==> src/rtl/bmhq_pkg.sv <==
package bmhq_pkg;

  localparam int CAPACITY_DEF  = 64;
  localparam int KEY_WIDTH_DEF = 32;

  localparam logic CMD_INSERT = 1'b0;
  localparam logic CMD_REMOVE = 1'b1;

  typedef enum logic [1:0] {
    ST_OK    = 2'd0,
    ST_FULL  = 2'd1,
    ST_EMPTY = 2'd2
  } status_t;

endpackage

==> src/rtl/bmhq_ram.sv <==
module bmhq_ram #(
  parameter int WIDTH = 32,
  parameter int DEPTH = 64
) (
  input  logic                     clk,
  input  logic                     we,
  input  logic [$clog2(DEPTH)-1:0] waddr,
  input  logic [WIDTH-1:0]         wdata,
  input  logic [$clog2(DEPTH)-1:0] raddr,
  output logic [WIDTH-1:0]         rdata
);

  logic [WIDTH-1:0] mem [DEPTH];

  always_ff @(posedge clk) begin
    if (we) begin
      mem[waddr] <= wdata;
    end
    rdata <= mem[raddr];
  end

endmodule

==> src/rtl/binary_min_heap_queue.sv <==
// Binary min-heap priority queue.
// Input words: in_tuser is the command (insert or remove minimum), in_tdata
// carries the key for an insert. Every input word yields exactly one output
// word: min key after the operation, removed key, key count, and a status
// in out_tuser (ok, insert dropped because full, remove on empty).
// Keys live in a single-port-write, registered-read RAM; the root is mirrored
// in a register so the minimum is reported without an extra read.
// One word is processed at a time; the next is accepted only after the
// previous result is registered and the block is back in idle. For each
// heap level the key moves through (at most log2(CAPACITY)), the block does
// one RAM read per compared key, then a compare-and-write step.
// in_tready is high while the block is idle. The output register holds a
// finished result until out_tready; while it is still occupied, the next
// item is accepted and worked on, and only its final hand-off waits.
// Reset (rst_n low, synchronous) empties the queue and drops any pending
// output word; RAM contents are not cleared and need not be.
module binary_min_heap_queue #(
  parameter int CAPACITY  = bmhq_pkg::CAPACITY_DEF,
  parameter int KEY_WIDTH = bmhq_pkg::KEY_WIDTH_DEF
) (
  input  logic clk,
  input  logic rst_n,
  input  logic in_tvalid,
  output logic in_tready,
  input  logic [((KEY_WIDTH+7)/8)*8-1:0] in_tdata,   // key
  input  logic in_tuser,                              // cmd
  output logic out_tvalid,
  input  logic out_tready,
  // min_key, removed_key, count
  output logic [((2*KEY_WIDTH+$clog2(CAPACITY+1)+7)/8)*8-1:0] out_tdata,
  output logic [1:0] out_tuser                        // status
);

  import bmhq_pkg::*;

  localparam int KW  = KEY_WIDTH;
  localparam int CW  = $clog2(CAPACITY + 1);
  localparam int AW  = $clog2(CAPACITY);
  localparam int OW  = 2 * KW + CW;
  localparam logic [CW-1:0] CAP_C = CW'(CAPACITY);
  localparam logic [CW-1:0] ONE_P = CW'(1);

  typedef enum logic [2:0] {
    S_IDLE, S_UP_CHK, S_UP_CMP, S_DN_LAST, S_DN_CHK, S_DN_L, S_DN_R, S_FIN
  } state_t;

  state_t          state_r;
  logic [CW-1:0]   cnt_r;
  logic [CW-1:0]   pos_r;
  logic [KW-1:0]   x_r;
  logic [KW-1:0]   lkey_r;
  logic [KW-1:0]   root_r;
  logic [KW-1:0]   rem_r;
  status_t         stat_r;

  logic            out_valid_r;
  logic [KW-1:0]   out_min_r;
  logic [KW-1:0]   out_rem_r;
  logic [CW-1:0]   out_cnt_r;
  status_t         out_stat_r;

  logic            ram_we;
  logic [AW-1:0]   ram_waddr;
  logic [KW-1:0]   ram_wdata;
  logic [AW-1:0]   ram_raddr;
  logic [KW-1:0]   ram_rdata;

  logic [CW-1:0]   cnt_m1;
  logic [CW-1:0]   pos_m1;
  logic [CW-1:0]   par;
  logic [CW-1:0]   par_m1;
  logic [CW:0]     child;
  logic [CW:0]     child_m1;
  logic            has_r;
  logic            right_sel;
  logic [KW-1:0]   cand;
  logic            cand_lt;
  logic            accept;
  logic            out_free;

  bmhq_ram #(
    .WIDTH (KW),
    .DEPTH (CAPACITY)
  ) u_ram (
    .clk   (clk),
    .we    (ram_we),
    .waddr (ram_waddr),
    .wdata (ram_wdata),
    .raddr (ram_raddr),
    .rdata (ram_rdata)
  );

  assign cnt_m1    = cnt_r - ONE_P;
  assign pos_m1    = pos_r - ONE_P;
  assign par       = pos_r >> 1;
  assign par_m1    = par - ONE_P;
  assign child     = {pos_r, 1'b0};
  assign child_m1  = child - (CW+1)'(1);
  assign has_r     = child < {1'b0, cnt_r};
  assign right_sel = (state_r == S_DN_R) && (ram_rdata < lkey_r);
  assign cand      = (state_r == S_DN_R) ? (right_sel ? ram_rdata : lkey_r) : ram_rdata;
  assign cand_lt   = cand < x_r;
  assign accept    = in_tvalid && in_tready;
  assign out_free  = !out_valid_r || out_tready;

  assign in_tready  = (state_r == S_IDLE);
  assign out_tvalid = out_valid_r;
  assign out_tuser  = out_stat_r;

  always_comb begin
    out_tdata         = '0;
    out_tdata[OW-1:0] = {out_cnt_r, out_rem_r, out_min_r};
  end

  always_comb begin
    ram_we    = 1'b0;
    ram_waddr = pos_m1[AW-1:0];
    ram_wdata = x_r;
    ram_raddr = cnt_m1[AW-1:0];
    unique case (state_r)
      S_UP_CHK: begin
        ram_raddr = par_m1[AW-1:0];
        if (pos_r == ONE_P) begin
          ram_we = 1'b1;
        end
      end
      S_UP_CMP: begin
        ram_we = 1'b1;
        if (x_r < ram_rdata) begin
          ram_wdata = ram_rdata;
        end
      end
      S_DN_CHK: begin
        ram_raddr = child_m1[AW-1:0];
        if (child > {1'b0, cnt_r}) begin
          ram_we = 1'b1;
        end
      end
      S_DN_L: begin
        ram_raddr = child[AW-1:0];
        if (!has_r) begin
          ram_we = 1'b1;
          if (cand_lt) begin
            ram_wdata = cand;
          end
        end
      end
      S_DN_R: begin
        ram_we = 1'b1;
        if (cand_lt) begin
          ram_wdata = cand;
        end
      end
      default: begin
      end
    endcase
  end

  always_ff @(posedge clk) begin
    if (ram_we && ram_waddr == '0) begin
      root_r <= ram_wdata;
    end
    if (!rst_n) begin
      state_r     <= S_IDLE;
      cnt_r       <= '0;
      out_valid_r <= 1'b0;
    end else begin
      if (out_valid_r && out_tready && state_r != S_FIN) begin
        out_valid_r <= 1'b0;
      end
      unique case (state_r)
        S_IDLE: begin
          if (accept) begin
            if (in_tuser == CMD_INSERT) begin
              rem_r <= '0;
              if (cnt_r == CAP_C) begin
                stat_r  <= ST_FULL;
                state_r <= S_FIN;
              end else begin
                stat_r  <= ST_OK;
                cnt_r   <= cnt_r + ONE_P;
                pos_r   <= cnt_r + ONE_P;
                x_r     <= in_tdata[KW-1:0];
                state_r <= S_UP_CHK;
              end
            end else begin
              if (cnt_r == '0) begin
                rem_r   <= '0;
                stat_r  <= ST_EMPTY;
                state_r <= S_FIN;
              end else begin
                rem_r  <= root_r;
                stat_r <= ST_OK;
                cnt_r  <= cnt_m1;
                pos_r  <= ONE_P;
                if (cnt_r == ONE_P) begin
                  state_r <= S_FIN;
                end else begin
                  state_r <= S_DN_LAST;
                end
              end
            end
          end
        end
        S_UP_CHK: begin
          if (pos_r == ONE_P) begin
            state_r <= S_FIN;
          end else begin
            state_r <= S_UP_CMP;
          end
        end
        S_UP_CMP: begin
          if (x_r < ram_rdata) begin
            pos_r   <= par;
            state_r <= S_UP_CHK;
          end else begin
            state_r <= S_FIN;
          end
        end
        S_DN_LAST: begin
          x_r     <= ram_rdata;
          state_r <= S_DN_CHK;
        end
        S_DN_CHK: begin
          if (child > {1'b0, cnt_r}) begin
            state_r <= S_FIN;
          end else begin
            state_r <= S_DN_L;
          end
        end
        S_DN_L: begin
          lkey_r <= ram_rdata;
          if (has_r) begin
            state_r <= S_DN_R;
          end else if (cand_lt) begin
            pos_r   <= child[CW-1:0];
            state_r <= S_DN_CHK;
          end else begin
            state_r <= S_FIN;
          end
        end
        S_DN_R: begin
          if (cand_lt) begin
            pos_r   <= right_sel ? (child[CW-1:0] + ONE_P) : child[CW-1:0];
            state_r <= S_DN_CHK;
          end else begin
            state_r <= S_FIN;
          end
        end
        S_FIN: begin
          if (out_free) begin
            out_valid_r <= 1'b1;
            out_min_r   <= (cnt_r != '0) ? root_r : '0;
            out_rem_r   <= rem_r;
            out_cnt_r   <= cnt_r;
            out_stat_r  <= stat_r;
            state_r     <= S_IDLE;
          end
        end
        default: begin
          state_r <= S_IDLE;
        end
      endcase
    end
  end

endmodule

==> config.mk <==
export PLATFORM = sky130hd
export DESIGN_NAME = binary_min_heap_queue
export DESIGN_NICKNAME = d
export VERILOG_FILES = /design/src/rtl/bmhq_pkg.sv /design/src/rtl/bmhq_ram.sv /design/src/rtl/binary_min_heap_queue.sv
export SDC_FILE = /design/constraint.sdc
export NUM_CORES = 2
export LEC_CHECK = 0
export BUFFER_PORTS_ARGS = -buffer_cell sky130_fd_sc_hd__buf_4
export CAP_MARGIN = 0
export CORE_MARGIN = 2
export CORE_UTILIZATION = 35
export DETAILED_ROUTE_END_ITERATION = 10
export PLACE_DENSITY = 0.58
export SYNTH_ARGS = -nofsm -noshare
export SYNTH_HDL_FRONTEND = slang
export SYNTH_SLANG_ARGS = --single-unit
==> constraint.sdc <==
create_clock -name clk -period 8.5 [get_ports clk]
set_input_delay 1.275 -clock clk [delete_from_list [all_inputs] [get_ports clk]]
set_output_delay 1.275 -clock clk [all_outputs]
set_load 0.01 [all_outputs]
==> flow_metrics.py <==
metrics = {
    "outcome": {
        "run_status": "complete, no violations",
    },
    "timing": {
        "finalClockSkew_ns": 0.03978,
        "fin_crit_sh_pct": 89.23,
        "finalWorstPathRequiredPeriod_ns": 7.584,
        "timing_worst_slew_pin_value_ns": 1.391,
        "timing.final.hold_violations": 0,
        "max_fclk_mhz": 131.9,
        "max_slew_margin_pct": 7.241,
        "setup_viol": 0,
        "fin_worst_hold_slack_ns": 0.4169,
        "report.final.slew_viol_count": 0,
        "timing.setup.tns_ns": 0,
        "rsz_0062_raised_after_global_routing": "false",
    },
    "floorplanning": {
        "fp.coreArea_sq_um": 259500,
        "dieArea_sq_um": 264900,
        "num_rows": 187,
        "die_x_um": 514.7,
        "fp.dieH_um": 514.7,
        "initial_core_util_pct": 35.18,
        "num_io_pins": 113,
    },
    "layout": {
        "area_delta_synth_final_pct": 14.71,
        "final_nets": 4887,
        "filler_cell_count": 22730,
        "finalCoreUtilization_pct": 40.36,
        "drive_gt1_share_pct": 25.16,
    },
    "yosys": {
        "postSynthNetCount": 4625,
        "synth-edff-count": 2258,
        "post_synth_and_or_nand_nor_area_fraction_pct": 2.393,
        "synth.cell_area_sq_um": 91290,
        "synth_area_leader_cell": "sky130_fd_sc_hd__edfxtp_1",
        "ys_dominant_reg_cell": "sky130_fd_sc_hd__edfxtp_1",
        "synth.distinct_cells": 64,
        "syn_inst": 4482,
        "sequential_cell_area_fraction_in_the_yosys_report_pct": 75.22,
        "synth_top_family_by_area": "multiplexers",
        "synthesis.yosys.warnings": 0,
        "synth_mux_area_share_pct": 15.92,
        "ys_async_sr_fraction_pct": 0,
        "ranking_of_synthesized_cells_by_instance_count": "sky130_fd_sc_hd__edfxtp_1 (2258), sky130_fd_sc_hd__mux4_2 (512), sky130_fd_sc_hd__mux2i_1 (264)",
        "post-synth-top-count-cell": "sky130_fd_sc_hd__edfxtp_1",
        "synth_compound_gate_area_share_pct": 3.233,
        "yosys.area.top_type_share_pct": 74.28,
        "synthXorXnorAreaFrac_pct": 0.2111,
        "synth.top_cells.by_area": "sky130_fd_sc_hd__edfxtp_1 (74%), sky130_fd_sc_hd__mux4_2 (13%), sky130_fd_sc_hd__mux2i_1 (2.9%)",
        "yosys.area_share.adder_pct": 1.453,
        "synth-seq-cells": 2301,
        "synthesis.area_per_instance_sq_um": 20.37,
    },
    "grt": {
        "grt_first_pass_wirelength_um": 352900,
        "track_usage_pct": 18.83,
        "grt_pass1_vias": 45740,
        "largest_net_degree_at_the_start_of_global_routing": 95,
        "grt_overflow": 0,
        "grt_antenna_before_repair": 6,
    },
    "min_path": {
        "whs_endpoint": "out_rem_r[2]",
        "holdPathStages": 0,
        "min_path_type": "flop to flop",
        "hp-start": "rem_r[2]",
    },
    "critical_path": {
        "critical_path.max_fanout": 44,
        "timing.critical_path.from_type": "flop",
        "timing.rr.start": "u_ram.rdata[15]",
        "arrival_ns": 8.24,
        "cp_data_required_time_ns": 9.15,
        "reg2reg_to": "u_ram.mem[63][22]",
        "timing.critical_path.to_type": "flop",
        "crit_type": "flop to flop",
        "regToRegSetupSlack_ns": 0.92,
        "r2r_cells": 18,
    },
    "clock_tree": {
        "post_cts_resized": 0,
        "ctsHoldBuffers": 0,
        "cts_inserted_buffers": 225,
        "clock_tree_from_tritoncts": "done",
        "cts_max_level": 4,
        "clockBufferDepth": 3,
        "cts.sink_count": 2301,
        "clk_root_buffer_cell": "sky130_fd_sc_hd__clkbuf_16",
        "clk_pin_slew_ns": 0.06,
        "clock_insertion_delay_at_the_later_pin_of_the_skew_report_ns": 0.88,
        "postCtsSetupBuffers": 0,
    },
    "drt": {
        "first_pass_iters": 6,
        "num_vias": 46610,
        "drt.antenna.violating_nets": 0,
        "avgViaCountPerCell": 5.584,
        "dr.first_iter.drc_count": 6015,
        "drt-wirelength-per-cell_um": 30.42,
        "wl_um": 253900,
        "drcViolationCount": 0,
    },
    "job": {
        "max_cap_violations": 0,
    },
    "place": {
        "finalWeightedCongestion": 0.8562,
        "hpwl_um": 134000,
        "port_buffers": 111,
    },
    "power_and_ir_drop": {
        "power-per-cell-area_nw_per_um2": 427.0,
        "max-vdd-ir-drop_v": 0.0004704,
        "static-leakage-power_nw": 34.70,
    },
}
==> cells in the final DEF (no fill, tap or decap), types with 51 or more instances in the layout <==
cell type / netlist / layout
sky130_fd_sc_hd__clkinv_1: 0 / 56
sky130_fd_sc_hd__ha_1: 106 / 106
sky130_fd_sc_hd__nor2_4: 0 / 65
sky130_fd_sc_hd__inv_1: 111 / 111
sky130_fd_sc_hd__o21ai_0: 70 / 70
sky130_fd_sc_hd__clkbuf_16: 0 / 226
sky130_fd_sc_hd__clkbuf_1: 127 / 53
sky130_fd_sc_hd__clkinv_2: 0 / 51
sky130_fd_sc_hd__mux2i_1: 264 / 264
sky130_fd_sc_hd__mux4_2: 512 / 512
sky130_fd_sc_hd__buf_4: 1 / 247
sky130_fd_sc_hd__nand2_1: 150 / 149
sky130_fd_sc_hd__edfxtp_1: 2258 / 2258
==> report_power, final <==
part	internal (mW)	switching [mW]
Combinational	7.38	12.5
Clock	5.37	4.25
Sequential	14.9	0.285
Total	27.7	17.1
==> how the worst max path moves through the flow <==
| stage | start | end | cells after the start |
|---|---|---|---|
| floorplan | lkey_r[15] | root_r[0] | 20 |
| global placement | lkey_r[15] | u_ram.mem[53][22] | 19 |
| detailed placement | u_ram.rdata[15] | u_ram.mem[52][22] | 18 |
| CTS | u_ram.rdata[15] | u_ram.mem[52][22] | 18 |
| global route | u_ram.rdata[15] | u_ram.mem[49][22] | 18 |
| finish | u_ram.rdata[15] | u_ram.mem[63][22] | 18 |
==> per-layer routing <==
| layer | up-vias | global-route usage, % | part of all wire, % |
|---|---|---|---|
| li1 | 19010 | - | - |
| met1 | 25230 | 27.23 | 43 |
| met2 | 2042 | 28.82 | 46 |
| met3 | 329 | 3.606 | 8.4 |
| met4 | 4 | 5.702 | 2.9 |
| met5 | - | 0 | 0.0083 |
==> logic make-up (layout without fill, tap and decap cells) <==
| family | after synthesis | count (layout) |
|---|---|---|
| fa+ha+maj | 106 | 106 |
| mux | 808 | 808 |
| buf+inv | 348 | 807 |
| xor+xnor | 22 | 22 |
| compound gates | 441 | 441 |
| simple gates | 455 | 455 |
| flops | 2301 | 2301 |
| other cells | 1 | 4 |
==> stage by stage <==
| stage | area [sq um] | setup slack (ns) | std cells | total power, mW |
|---|---|---|---|---|
| final | 104700 | 0.9158 | 8346 | 44.72 |
| after global routing | 104700 | 0.5655 | 8344 | 46.44 |
| after CTS | 104700 | 1.027 | 8343 | 44.94 |
| after detailed placement | 97660 | 1.043 | 7919 | 35.36 |
| after global placement | 97660 | 1.089 | 7919 | 35.27 |
| after floorplan | 91290 | 1.428 | 4482 | 27.89 |
==> state kept, by name, summed over array words and instances (netlist names), 2 cells and up <==
name	cells
out_min_r	32
u_ram.mem	2048
u_ram.rdata	32
out_tuser	2
lkey_r	32
cnt_r	7
stat_r	2
x_r	32
rem_r	32
pos_r	7
out_cnt_r	7
out_rem_r	32
state_r	3
root_r	32
==> final cells by class <==
type,instances,area [sq um],area share (%)
multi-input cells,1833,22020,21.02
repair buffers,269,2295,2.191
clock inverters,145,1197,1.143
inverters,114,427.9,0.4086
clock buffers,279,5854,5.590
flip-flops and latches,2301,68670,65.57
well taps,3402,4257,4.065
diodes,3,7.507,0.007169
==> critical path: stages (launching register included) <==
cell and delay, ns:
sky130_fd_sc_hd__dfxtp_1 0.36, sky130_fd_sc_hd__ha_1 0.34, sky130_fd_sc_hd__nand4_1 0.13, sky130_fd_sc_hd__nor3_1 0.44, sky130_fd_sc_hd__or4b_1 0.47, sky130_fd_sc_hd__a31oi_1 0.42, sky130_fd_sc_hd__o21ai_4 0.39, sky130_fd_sc_hd__nand2_1 0.18
sky130_fd_sc_hd__o21ai_1 0.10, sky130_fd_sc_hd__ha_1 0.37, sky130_fd_sc_hd__nand4_2 0.14, sky130_fd_sc_hd__or4_1 0.58, sky130_fd_sc_hd__or4b_1 0.59, sky130_fd_sc_hd__or4_1 0.49, sky130_fd_sc_hd__a21oi_1 0.16, sky130_fd_sc_hd__nor2_1 0.06
sky130_fd_sc_hd__o211a_4 0.50, sky130_fd_sc_hd__o21ai_4 1.13, sky130_fd_sc_hd__buf_4 0.47
(Power assumes the default switching activity.)
